[config.mk]
export PLATFORM = sky130hd
export DESIGN_NAME = chgs_cmp
export DESIGN_NICKNAME = d
export VERILOG_FILES = /design/src/hdl/chgs_pkg.sv /design/src/hdl/chgs_cmp.sv
export SDC_FILE = /design/constraint.sdc
export NUM_CORES = 2
export LEC_CHECK = 0
export ABC_AREA = 1
export BUFFER_PORTS_ARGS = -buffer_cell sky130_fd_sc_hd__buf_2
export CORE_MARGIN = 2
export CORE_UTILIZATION = 60
export CTS_BUF_LIST = sky130_fd_sc_hd__clkbuf_16
export CTS_CLUSTER_SIZE = 8
export DETAILED_ROUTE_END_ITERATION = 6
export GPL_TIMING_DRIVEN = 0
export HOLD_SLACK_MARGIN = 0.06
export PLACE_DENSITY = 0.74
export SYNTH_ARGS = -nofsm -noshare
export SYNTH_HDL_FRONTEND = slang
export SYNTH_SLANG_ARGS = --single-unit
[constraint.sdc]
create_clock -name clk -period 10.3 [get_ports clk]
set_input_delay 1.545 -clock clk [delete_from_list [all_inputs] [get_ports clk]]
set_output_delay 1.545 -clock clk [all_outputs]
set_load 0.03 [all_outputs]
[src/hdl/chgs_pkg.sv]
// Shared constants, types and a helper function of the convex hull block.
`default_nettype none

package chgs_pkg;

    // Store depth and coordinate format.
    localparam int MAX_POINTS = 64;
    localparam int COORD_W    = 24;

    // Derived widths.
    localparam int IDX_W      = $clog2(MAX_POINTS);
    localparam int CNT_W      = $clog2(MAX_POINTS + 1);
    localparam int PT_W       = 2 * COORD_W;
    localparam int DIFF_W     = COORD_W + 1;
    localparam int PROD_W     = 2 * DIFF_W;
    localparam int ACC_W      = PROD_W + 1;
    localparam int SUM_W      = COORD_W + 2;
    localparam int GUARD_INIT = 4 * MAX_POINTS + 4;
    localparam int GUARD_W    = $clog2(GUARD_INIT + 1);
    localparam int MIN_HULL   = 3;
    localparam int PIVOT_TAPS = 3;

    // One stored point, x in the low half.
    typedef struct packed {
        logic signed [COORD_W-1:0] y;
        logic signed [COORD_W-1:0] x;
    } point_t;

    // Operation of the compare unit.
    typedef enum logic {
        CMP_CROSS = 1'b0,
        CMP_DIST  = 1'b1
    } cmp_mode_t;

    typedef struct packed {
        logic      start;
        cmp_mode_t mode;
    } cmp_req_t;

    typedef struct packed {
        logic done;
        logic gt;
        logic lt;
    } cmp_res_t;

    // Full-width difference of two coordinates.
    function automatic logic signed [DIFF_W-1:0] coord_diff(
        input logic signed [COORD_W-1:0] a,
        input logic signed [COORD_W-1:0] b
    );
        return DIFF_W'(a) - DIFF_W'(b);
    endfunction

endpackage

`default_nettype wire

[src/hdl/chgs_cmp.sv]
// Multi-cycle compare unit: sign of a cross product or order of two squared lengths.
`default_nettype none

module chgs_cmp
    import chgs_pkg::*;
(
    input  wire logic                     clk,
    input  wire logic                     rst_n,
    input  wire cmp_req_t                 req,
    input  wire logic signed [DIFF_W-1:0] ax,
    input  wire logic signed [DIFF_W-1:0] ay,
    input  wire logic signed [DIFF_W-1:0] bx,
    input  wire logic signed [DIFF_W-1:0] by,
    output cmp_res_t                      res
);

    localparam logic [2:0] LAST_MUL  = 3'd3;
    localparam logic [2:0] LAST_ACC  = 3'd4;
    localparam logic [2:0] DONE_STEP = 3'd5;
    localparam logic [2:0] LHS_LAST  = 3'd2;

    logic                     busy_reg;
    logic [2:0]               step_reg;
    cmp_mode_t                mode_reg;
    logic signed [DIFF_W-1:0] ax_reg, ay_reg, bx_reg, by_reg;
    logic signed [PROD_W-1:0] prod_reg;
    logic signed [ACC_W-1:0]  lhs_reg, rhs_reg;
    logic signed [DIFF_W-1:0] mul_a, mul_b;

    // Operand selection: cross uses ax*by vs ay*bx, distance sums the squares.
    always_comb
    begin
        mul_a = '0;
        mul_b = '0;
        case (step_reg[1:0])
            2'd0:
            begin
                mul_a = ax_reg;
                mul_b = (mode_reg == CMP_CROSS) ? by_reg : ax_reg;
            end
            2'd1:
            begin
                mul_a = ay_reg;
                mul_b = (mode_reg == CMP_CROSS) ? '0 : ay_reg;
            end
            2'd2:
            begin
                mul_a = (mode_reg == CMP_CROSS) ? ay_reg : bx_reg;
                mul_b = bx_reg;
            end
            default:
            begin
                mul_a = by_reg;
                mul_b = (mode_reg == CMP_CROSS) ? '0 : by_reg;
            end
        endcase
    end

    // Control of the step sequence.
    always_ff @(posedge clk or negedge rst_n)
    begin
        if (!rst_n)
        begin
            busy_reg <= 1'b0;
            step_reg <= '0;
        end
        else if (req.start)
        begin
            busy_reg <= 1'b1;
            step_reg <= '0;
        end
        else if (busy_reg)
        begin
            if (step_reg == DONE_STEP)
            begin
                busy_reg <= 1'b0;
            end
            else
            begin
                step_reg <= step_reg + 3'd1;
            end
        end
    end

    // Multiply into the product register, then accumulate that product in the next cycle.
    always_ff @(posedge clk)
    begin
        if (req.start)
        begin
            mode_reg <= req.mode;
            ax_reg   <= ax;
            ay_reg   <= ay;
            bx_reg   <= bx;
            by_reg   <= by;
            lhs_reg  <= '0;
            rhs_reg  <= '0;
        end
        else if (busy_reg)
        begin
            if (step_reg <= LAST_MUL)
            begin
                prod_reg <= PROD_W'(mul_a) * PROD_W'(mul_b);
            end
            if (step_reg != '0 && step_reg <= LAST_ACC)
            begin
                if (step_reg <= LHS_LAST)
                begin
                    lhs_reg <= lhs_reg + ACC_W'(prod_reg);
                end
                else
                begin
                    rhs_reg <= rhs_reg + ACC_W'(prod_reg);
                end
            end
        end
    end

    assign res.done = busy_reg && (step_reg == DONE_STEP);
    assign res.gt   = lhs_reg > rhs_reg;
    assign res.lt   = lhs_reg < rhs_reg;

endmodule

`default_nettype wire

==> impl_metrics.json <==
{
  "rows": 97,
  "min_period_over_period_pct": 89.8,
  "cts_tree": "built",
  "cts.clk_slew.worst_paths_ps": 60,
  "synthesis.instances": 5585,
  "post_cts_resized": 0,
  "syn_avg_cell_area_um2": 7.64,
  "synth_ff_type": "edfxtp_1",
  "numCtsBuffers": 39,
  "drive_above_1_share_pct": 5.79,
  "postCtsSetupBuffers": 0,
  "ant_nets": 0,
  "clockBufferDepth": 3,
  "synth.area.top_cells": "fa_1 31%, inv_1 11%, nand2_1 11%",
  "yosysTopAreaCellShare_pct": 31.0,
  "antenna_found_initial": 1,
  "finalHoldViolCount": 0,
  "nets": 6796,
  "clock_latency_ps": 590,
  "relSlewSlack_pct": 9.06,
  "cp_max_fo": 10,
  "tns_ps": 0,
  "rsz0062_at_grt": "no",
  "clockRootBuffer": "clkbuf_16",
  "fillers": 6233,
  "required_ps": 10620,
  "cp.arrival_ps": 9570,
  "dp.final_hpwl_um": 137000,
  "start_kind": "flop",
  "holdWs_ps": 497,
  "cap_violations": 0,
  "synthArstFlopShare_pct": 1.56,
  "yosysUniqueCellTypes": 54,
  "fin_skew_ps": 44.7,
  "drc": 1,
  "post-route-util_pct": 64.8,
  "timing.fmax_mhz": 108,
  "core_area_um2": 70300,
  "tightestPinTransition_ps": 1360,
  "failed_checks": "DRC",
  "num_vias": 39200,
  "post_drt_wl_per_cell_um": 24.5,
  "drtIter0Drc": 3945,
  "multiInputGateArea_um2": 30400,
  "final_period_minus_worst_setup_slack_ps": 9250,
  "grt_overflow": 0,
  "seq_area_um2": 6680,
  "fp.dieW_um": 271,
  "cts.sinks": 257,
  "cts_max_level": 2,
  "worst-setup-path-type": "reg2reg",
  "die_y_um": 271,
  "dieArea_um2": 73300,
  "synth_area_um2": 42700,
  "vias_per_cell": 5.86,
  "area_growth_syn_to_layout_pct": 6.81,
  "worstHoldPathType": "reg2reg",
  "initial_utilization_pct": 60.7,
  "ys_seq_area_share_pct": 15.6,
  "yosysMostFrequentCell": "inv_1",
  "first_pass_iters": 7,
  "synth-seq-cells": 257,
  "routabilityCongestion": 1.06,
  "port-buffer-count": 106,
  "drv_slew": 0,
  "status": "complete, but fails checks",
  "synth_edf_count": 151,
  "cp-end-kind": "flop",
  "yosys_warnings": 0,
  "grt_pass1_vias": 41100,
  "grt_pass1_wl_um": 245000,
  "ios": 107,
  "wl_um": 164000,
  "setup_viol": 0,
  "grt_max_degree": 58,
  "syn_nets": 6647,
  "grt_use_total_pct": 45.3,
  "ys_top_cells_by_count": "1262 x inv_1, 1259 x nand2_1, 660 x fa_1",
  "synth_area_leader_cell": "fa_1",
  "postCtsHoldBufs": 0
}
## logic make-up after synthesis
logic type | synth area share [%]
simple gates | 20.1
fa+ha+maj | 39.7
buf+inv | 13.1
compound gates | 9.45
flops | 15.6
xor+xnor | 1.99
## worst max-delay path, cell delays in order (launching register included)
cell and delay, ps:
dfrtp_1 450, ha_1 210, buf_2 230, inv_2 140, buf_4 220, buf_2 220
a22oi_1 990, nor2_1 300, inv_1 170, fa_1 500, inv_1 180, fa_1 480
fa_1 870, inv_1 290, fa_1 510, fa_1 540, inv_1 50, fa_1 500
fa_1 420, ha_1 400, nand2_1 140, nor2_1 200, inv_1 90, nor4_1 390
o21ai_0 210, nand4_1 160, xor2_1 90
## per-stage QoR
stage / worst slack, ps / cell area, um2 / cells
2_1_floorplan: 2860 / 42700 / 5585
6_report: 1050 / 45600 / 6695
3_5_place_dp: 1340 / 44400 / 6633
3_3_place_gp: 1410 / 44400 / 6631
5_1_grt: 839 / 45600 / 6695
4_1_cts: 1280 / 45600 / 6694
## cell type report
class	count	area share [%]
Multi-Input combinational cell	3896	66.7
Sequential cell	257	14.7
Inverter	1282	10.6
Tap cell	940	2.58
Clock buffer	40	2.20
Buffer	150	1.69
Timing Repair Buffer	108	1.27
Clock inverter	21	0.302
Antenna cell	1	0.00549
## per-layer routing
| layer | wire length (um) | global-route usage [%] | share of wire [%] | up-vias |
|---|---|---|---|---|
| met1 | 54900 | 49.3 | 33 | 18700 |
| li1 | - | - | - | 17300 |
| met2 | 74900 | 74.0 | 46 | 2439 |
| met3 | 15600 | 9.68 | 9.5 | 793 |
| met4 | 18600 | 41.4 | 11 | 0 |
| met5 | 0 | 0 | 0 | - |
## cells in the final DEF (no fill, tap or decap), types with 31 or more instances in the layout
cell type and count:
nand3_1 174, o21bai_1 63, inv_1 1276, nor3_1 31
edfxtp_1 151, a21oi_1 286, dfxtp_1 102, nor2_1 611
nand2_1 1259, fa_1 660, nand4_1 45, clkbuf_16 40
o21ai_0 198, xor2_1 74, ha_1 298, buf_2 210
## final timing paths
| check | from | end | slack, ps | depth (start not counted) |
|---|---|---|---|---|
| setup / recovery | step_reg[0]$_DFFE_PN0P_ | prod_reg[45]$_DFFE_PP_ | 1050 | 26 |
| hold / removal | rhs_reg[50]$_SDFFE_PP0P_ | rhs_reg[50]$_SDFFE_PP0P_ | 500 | 2 |
| setup reg to reg | step_reg[0]$_DFFE_PN0P_ | prod_reg[45]$_DFFE_PP_ | 1050 | 26 |
| hold reg to reg | rhs_reg[50]$_SDFFE_PP0P_ | rhs_reg[50]$_SDFFE_PP0P_ | 500 | 2 |
| max in group asynchronous | rst_n | step_reg[1]$_DFFE_PN0P_ | 9430 | 1 |
| min in group asynchronous | rst_n | step_reg[2]$_DFFE_PN0P_ | 760 | 1 |
Power is left out: the tool's default activity adds up to more than one toggle a clock period on the data nets, which glitch-free logic cannot reach.
