**src/hdl/chgs_ram.sv**
```systemverilog
// Generic single-port-write, single-port-read RAM with registered read data.
`default_nettype none

module chgs_ram #(
    parameter int WIDTH = 8,
    parameter int DEPTH = 16
) (
    input  wire logic                     clk,
    input  wire logic                     we,
    input  wire logic [$clog2(DEPTH)-1:0] waddr,
    input  wire logic [WIDTH-1:0]         wdata,
    input  wire logic [$clog2(DEPTH)-1:0] raddr,
    output logic      [WIDTH-1:0]         rdata
);

    logic [WIDTH-1:0] mem [DEPTH];

    // Write port and registered read port.
    always_ff @(posedge clk)
    begin
        if (we)
        begin
            mem[waddr] <= wdata;
        end
        rdata <= mem[raddr];
    end

endmodule

`default_nettype wire

```
**config.mk**
```make
export PLATFORM = sky130hd
export DESIGN_NAME = chgs_ram
export DESIGN_NICKNAME = d
export VERILOG_FILES = /design/src/hdl/chgs_ram.sv
export SDC_FILE = /design/constraint.sdc
export NUM_CORES = 1
export LEC_CHECK = 0
export BUFFER_PORTS_ARGS = -buffer_cell sky130_fd_sc_hd__buf_2
export CAP_MARGIN = 10
export CORE_MARGIN = 1.5
export CORE_UTILIZATION = 60
export CTS_CLUSTER_SIZE = 10
export DETAILED_ROUTE_END_ITERATION = 7
export HOLD_SLACK_MARGIN = 0.03
export PLACE_DENSITY = 0.79
export SETUP_SLACK_MARGIN = 0.4
export SYNTH_ARGS = -nofsm -noshare
export SYNTH_HDL_FRONTEND = slang
export SYNTH_SLANG_ARGS = --single-unit
```
**constraint.sdc**
```tcl
create_clock -name clk -period 2.1 [get_ports clk]
set_input_delay 0.21 -clock clk [delete_from_list [all_inputs] [get_ports clk]]
set_output_delay 0.21 -clock clk [all_outputs]
set_load 0.03 [all_outputs]
```
==> flow_summary.toml, run 1 <==
[run_status]
run_status = "completed"

[timing]
drv_slew = 0
rsz0062_at_grt = "false"
finalHoldViolCount = 0
relSlewSlack_pct = 49.9
fin_tns_setup_ps = 0
setup_ws_ps = 649
clock.fmax_mhz = 689
tightest_slew_ps = 749
setup_viol = 0
finalCritPeriodShare_pct = 69.1
skew_ps = 5.64
period_minus_slack_ps = 1450

[flow_run]
cap_violations = 0

[detailed_routing]
drc = 0
vias = 2531
drtIter0Drc = 240
drt-vias-per-instance = 6.34
ant_nets = 0
dr.pass1.iters = 5
routedWlPerCell_um = 25.6
routed_wl_mm = 10.2

[worst_setup_path]
reg2reg_from = "mem[9][4]$_DFFE_PP_"
crit_buf_inv = 0
path_cells = "mux4_1, a22oi_1, nand2_1"
end_kind = "flip-flop"
critPathTopFamily = "multiplexers"
cp_max_fo = 1
critPathKind = "reg2reg"
start_kind = "flip-flop"
worstPathRequired_ps = 2500
arrival_ps = 1850
cp-startpoint = "mem[9][4]$_DFFE_PP_"
crit_slowest_cell = "mux4_1"
cp_slowest_stage_delay_ps = 550

[synthesis]
synth.area.top_cells = "edfxtp_1, mux4_2, mux4_1"
synth-seq-cells = 136
ys_types = 19
synthesis.area_um2 = 5150
ys_warn_count = 0
avgSynthCellArea_um2 = 22.5
postSynthCellCount = 229
synth_async_sr_flop_share_pct = 0
synth_edf_count = 128
seq_area_frac_synth_pct = 77.8
synth_top_area_share_pct = 74.7
synth_top_cell_by_area = "edfxtp_1"
dominantRegCellSynth = "edfxtp_1"
synth_nets = 247

[clock_tree]
clock_sinks = 136
clk_pin_slew_ps = 60
cts_setup_buffers = 0
cts-resized-gates = 0
postCtsHoldBufs = 0
clk_latency_ps = 520
cts_root_buf = "clkbuf_8"
clock_path_buffers = 2
htreeDepth = 4
cts_made_buffers = 17
cts_tree = "done"

[power]
p_total_mw = 6.06
vdd_drop_max_mv = 0.588
powerDensity_nw_per_um2 = 1010
leakagePower_nw = 2.07

[placement]
pre_cts_ws_ps = 338
place.gp.congestion = 0.744
place_hpwl_mm = 6.14
port_buffers = 25

[global_route]
grt_max_degree = 33
antenna_found_initial = 0
grt_pass1_wl_mm = 15.3
overflow = 0
first_global_vias = 2548
grt_use_total_pct = 25.4

[floorplanning]
die_h_um = 95.6
die-area_um2 = 9140
rows = 33
die_x_um = 95.6
initial_core_util_pct = 62.3
pin_count = 26
core_um2 = 8260

[layout]
regArea_um2 = 4000
multi_input_area_um2 = 1060
fillCellCount = 469
layout_commonest_cell = "edfxtp_1"
layout-drive-gt1-share_pct = 30.6
final_util_pct = 73.0
diodes = 0
nets = 300
layout_common_cells = "edfxtp_1, buf_2, mux4_2, buf_4"
area_growth_pct = 17.0

[hold_path]
hold_class = "in2reg"
hold_start = "wdata[1]"
==> worst paths after layout <==
path	end	slack, ps	cells past startpoint
setup / recovery	rdata[4]$_DFF_P_	650	3
hold / removal	mem[14][1]$_DFFE_PP_	70	1
setup reg to reg	rdata[4]$_DFF_P_	650	3
hold reg to reg	rdata[3]$_DFF_P_	690	3
==> report_power, final <==
group / total, mW / internal, mW / switching (mW)
sequential: 3.06 / 3.04 / 0.0204
clock: 2.69 / 1.67 / 1.02
combinational: 0.318 / 0.122 / 0.196
total: 6.06 / 4.82 / 1.24
==> flip-flops by register name (all words and copies together), names as in the netlist <==
signal  flops
rdata       8
mem       128
==> stage by stage <==
step                instances  area [µm²]  hold WS, ps
global placement          368        5490          585
floorplan                 229        5150          309
global route              399        6020         64.8
CTS                       399        6020         54.1
finish                    399        6020         72.5
detailed placement        368        5490          607
==> area by class of cell <==
type | count | share of cell area, %
tap | 105 | 2.18
clock inverter | 10 | 1.74
clock buffer | 21 | 7.12
multi-input combinational | 83 | 17.6
sequential | 136 | 66.5
timing repair buffer | 44 | 4.86
==> cell usage after synthesis (all sizes together), types with 2 or more instances <==
master,instances
nand2,9
buf,7
nand3b,2
nor2,13
nor3,4
dfxtp,8
a22oi,16
edfxtp,128
nand2b,2
clkdlybuf4s25,3
mux4,32
==> worst reg2reg max path, cell delays in order (launching register included) <==
cell and delay (ps):
edfxtp_1 370, mux4_1 550, a22oi_1 330, nand2_1 90
==> layer usage <==
metal | wire length, µm | part of all wire, % | global-route usage (%) | vias up
met3 | 616 | 6.0 | 6.94 | 18
met2 | 5170 | 51 | 39.7 | 122
li1 | - | - | - | 1076
met4 | 187 | 1.8 | 8.46 | 0
met5 | 0 | 0 | 0 | -
met1 | 4240 | 42 | 35.2 | 1315
==> cell families (layout without fill, tap and decap cells) <==
logic type	after synthesis	count (layout)	synth area share, %
AOI/OAI and AO/OA	16	16	2.33
buffers and inverters	10	75	1.68
DFF	136	136	77.8
muxes	32	32	15.0
and+or+nand+nor	35	35	3.18
Power figures use the tool's default switching activity.
==> run 2: changes to the inputs <==
--- a/config.mk
+++ b/config.mk
@@ -8,11 +8,11 @@
 export BUFFER_PORTS_ARGS = -buffer_cell sky130_fd_sc_hd__buf_2
 export CAP_MARGIN = 10
 export CORE_MARGIN = 1.5
-export CORE_UTILIZATION = 60
+export CORE_UTILIZATION = 54
 export CTS_CLUSTER_SIZE = 10
 export DETAILED_ROUTE_END_ITERATION = 7
 export HOLD_SLACK_MARGIN = 0.03
-export PLACE_DENSITY = 0.79
+export PLACE_DENSITY = 0.75
 export SETUP_SLACK_MARGIN = 0.4
 export SYNTH_ARGS = -nofsm -noshare
 export SYNTH_HDL_FRONTEND = slang
==> constraint.sdc (replaced) <==
create_clock -name clk -period 1.26 [get_ports clk]
set_input_delay 0.126 -clock clk [delete_from_list [all_inputs] [get_ports clk]]
set_output_delay 0.126 -clock clk [all_outputs]
set_load 0.03 [all_outputs]
==> run 2 against run 1 <==
- the run now ends with setup timing left
- via count increased by 1.4%
- combinational power increased by 120%
- fmax increased by 6.5%
- critical endpoint is now rdata[6]$_DFF_P_
==> flow_summary.toml, run 2 (same netlist as run 1, synthesis figures left out) <==
[run_status]
run_status = "complete, but fails checks"
violations = "setup timing"

[placement]
pre_cts_ws_ps = -283
port_buffers = 25
place.gp.congestion = 0.753
placed_area_um2 = 5850
place_hpwl_mm = 6.16

[global_route]
grt_max_degree = 17
grt_use_total_pct = 24.4
grt_pass1_wl_mm = 16.5
antenna_found_initial = 0
overflow = 0
first_global_vias = 2793

[clock_tree]
clock_sinks = 136
cts_made_buffers = 17
clock_path_buffers = 2
clk_latency_ps = 530
cts_tree = "done"
htreeDepth = 4
cts_root_buf = "clkbuf_8"
clk_pin_slew_ps = 60

[timing]
relSlewSlack_pct = 39.2
setup_ws_ps = -103
whs_ps = 142
period_minus_slack_ps = 1360
rsz0062_at_grt = "true"
drv_slew = 0
setup_viol = 6
clock.fmax_mhz = 734
finalHoldViolCount = 0
skew_ps = 15.9
finalCritPeriodShare_pct = 108
tightest_slew_ps = 910

[worst_setup_path]
path_cells = "mux4_2, a22oi_2, nand2_1"
rrSetupSlack_ps = -100
reg2reg_from = "mem[3][6]$_DFFE_PP_"
reg2reg_depth = 3
critPathTopFamily = "multiplexers"
crit_slowest_cell = "mux4_2"
worstPathRequired_ps = 1660
end_kind = "flip-flop"
critPathKind = "reg2reg"
crit_buf_inv = 0
arrival_ps = 1770
start_kind = "flip-flop"
cp_slowest_stage_delay_ps = 530
worstReg2RegEnd = "rdata[6]$_DFF_P_"
cp_max_fo = 1

[floorplanning]
core_um2 = 9240
pin_count = 26
initial_core_util_pct = 55.7
die-area_um2 = 10100
die_x_um = 101
die_h_um = 101
rows = 35

[power]
seqPwrFrac_pct = 47.6
clockPowerShare_pct = 45.9
combPwrFrac_pct = 6.5
p_int_mw = 8.41
p_sw_share_pct = 21.6
p_total_mw = 10.7
vdd_drop_max_mv = 1.31
leakagePower_nw = 2.18
powerDensity_nw_per_um2 = 1620
p_switching_mw = 2.31

[hold_path]
whs_endpoint = "rdata[3]$_DFF_P_"
hold_class = "in2reg"
hold_depth = 4
hold_start = "raddr[1]"

[layout]
final_util_pct = 71.5
final_area_um2 = 6610
diodes = 0
fillCellCount = 540
area_growth_pct = 28.4
layout-drive-gt1-share_pct = 47.6
largest_reg_flops = 128
top_register = "mem"
layout_common_cells = "edfxtp_1, mux4_2, buf_2, buf_12, clkbuf_16"
layout_top_registers = "mem: 128 flops, rdata: 8 flops"
nets = 316
layout_commonest_cell = "edfxtp_1"

[detailed_routing]
routedWlPerCell_um = 24.7
routed_wl_mm = 10.9
dr.pass1.iters = 4
drtIter0Drc = 216
drc = 0
ant_nets = 0
drt-vias-per-instance = 5.83
vias = 2566

[flow_run]
cap_violations = 0
[run 2: worst max-delay path by stage]
stage	startpoint	endpoint	slack [ps]	cells past startpoint
2_1_floorplan	waddr[2]	mem[0][0]$_DFFE_PP_	30	2
3_3_place_gp	raddr[0]	rdata[3]$_DFF_P_	-250	5
3_5_place_dp	raddr[0]	rdata[3]$_DFF_P_	-280	5
4_1_cts	mem[3][6]$_DFFE_PP_	rdata[6]$_DFF_P_	-40	3
5_1_grt	mem[3][4]$_DFFE_PP_	rdata[4]$_DFF_P_	-100	3
6_report	mem[3][6]$_DFFE_PP_	rdata[6]$_DFF_P_	-100	3
[run 2: metrics by stage]
stage | instances | TNS [ps]
finish | 440 | -286
global route | 440 | -572
detailed placement | 400 | -4230
CTS | 440 | -195
floorplan | 229 | 0
global placement | 400 | -3190
[run 2: layer usage]
| layer | vias up | share of wire [%] | track usage (%) |
|---|---|---|---|
| met5 | - | 0 | 0 |
| li1 | 1102 | - | - |
| met1 | 1315 | 36 | 30.9 |
| met3 | 15 | 8.1 | 7.63 |
| met2 | 134 | 54 | 40.0 |
| met4 | 0 | 1.8 | 9.10 |
[run 2: cell type report]
type | instances | area [µm²] | area share [%]
clock buffer | 18 | 418 | 6.32
clock inverter | 14 | 176 | 2.67
multi-input combinational | 83 | 1170 | 17.7
sequential | 136 | 4010 | 60.7
tap | 129 | 161 | 2.44
timing repair buffer | 60 | 671 | 10.1
[run 2: power groups by stage]
stage                     logic (mW)  registers (mW)  clock network, mW
after floorplan                0.306            5.23                  0
after global placement         0.610            5.18                  0
after detailed placement       0.628            5.18                  0
after CTS                      0.700            5.10               4.95
after global routing           0.741            5.11               5.17
final                          0.695            5.11               4.92
[run 2: worst reg2reg max path: cells and delay by family, from the launching register on]
family | cells | cell delay (ps)
mux | 1 | 530
flops | 1 | 410
compound gates | 1 | 200
simple gates | 1 | 110
[run 2: what timing repair did]
action                                 CTS  global route
pin swaps                                2             1
setup buffers                            0             0
setup endpoints to repair               16            16
gates resized for setup                 29             1
endpoints found under the hold margin  128             0
hold buffers                             8             0
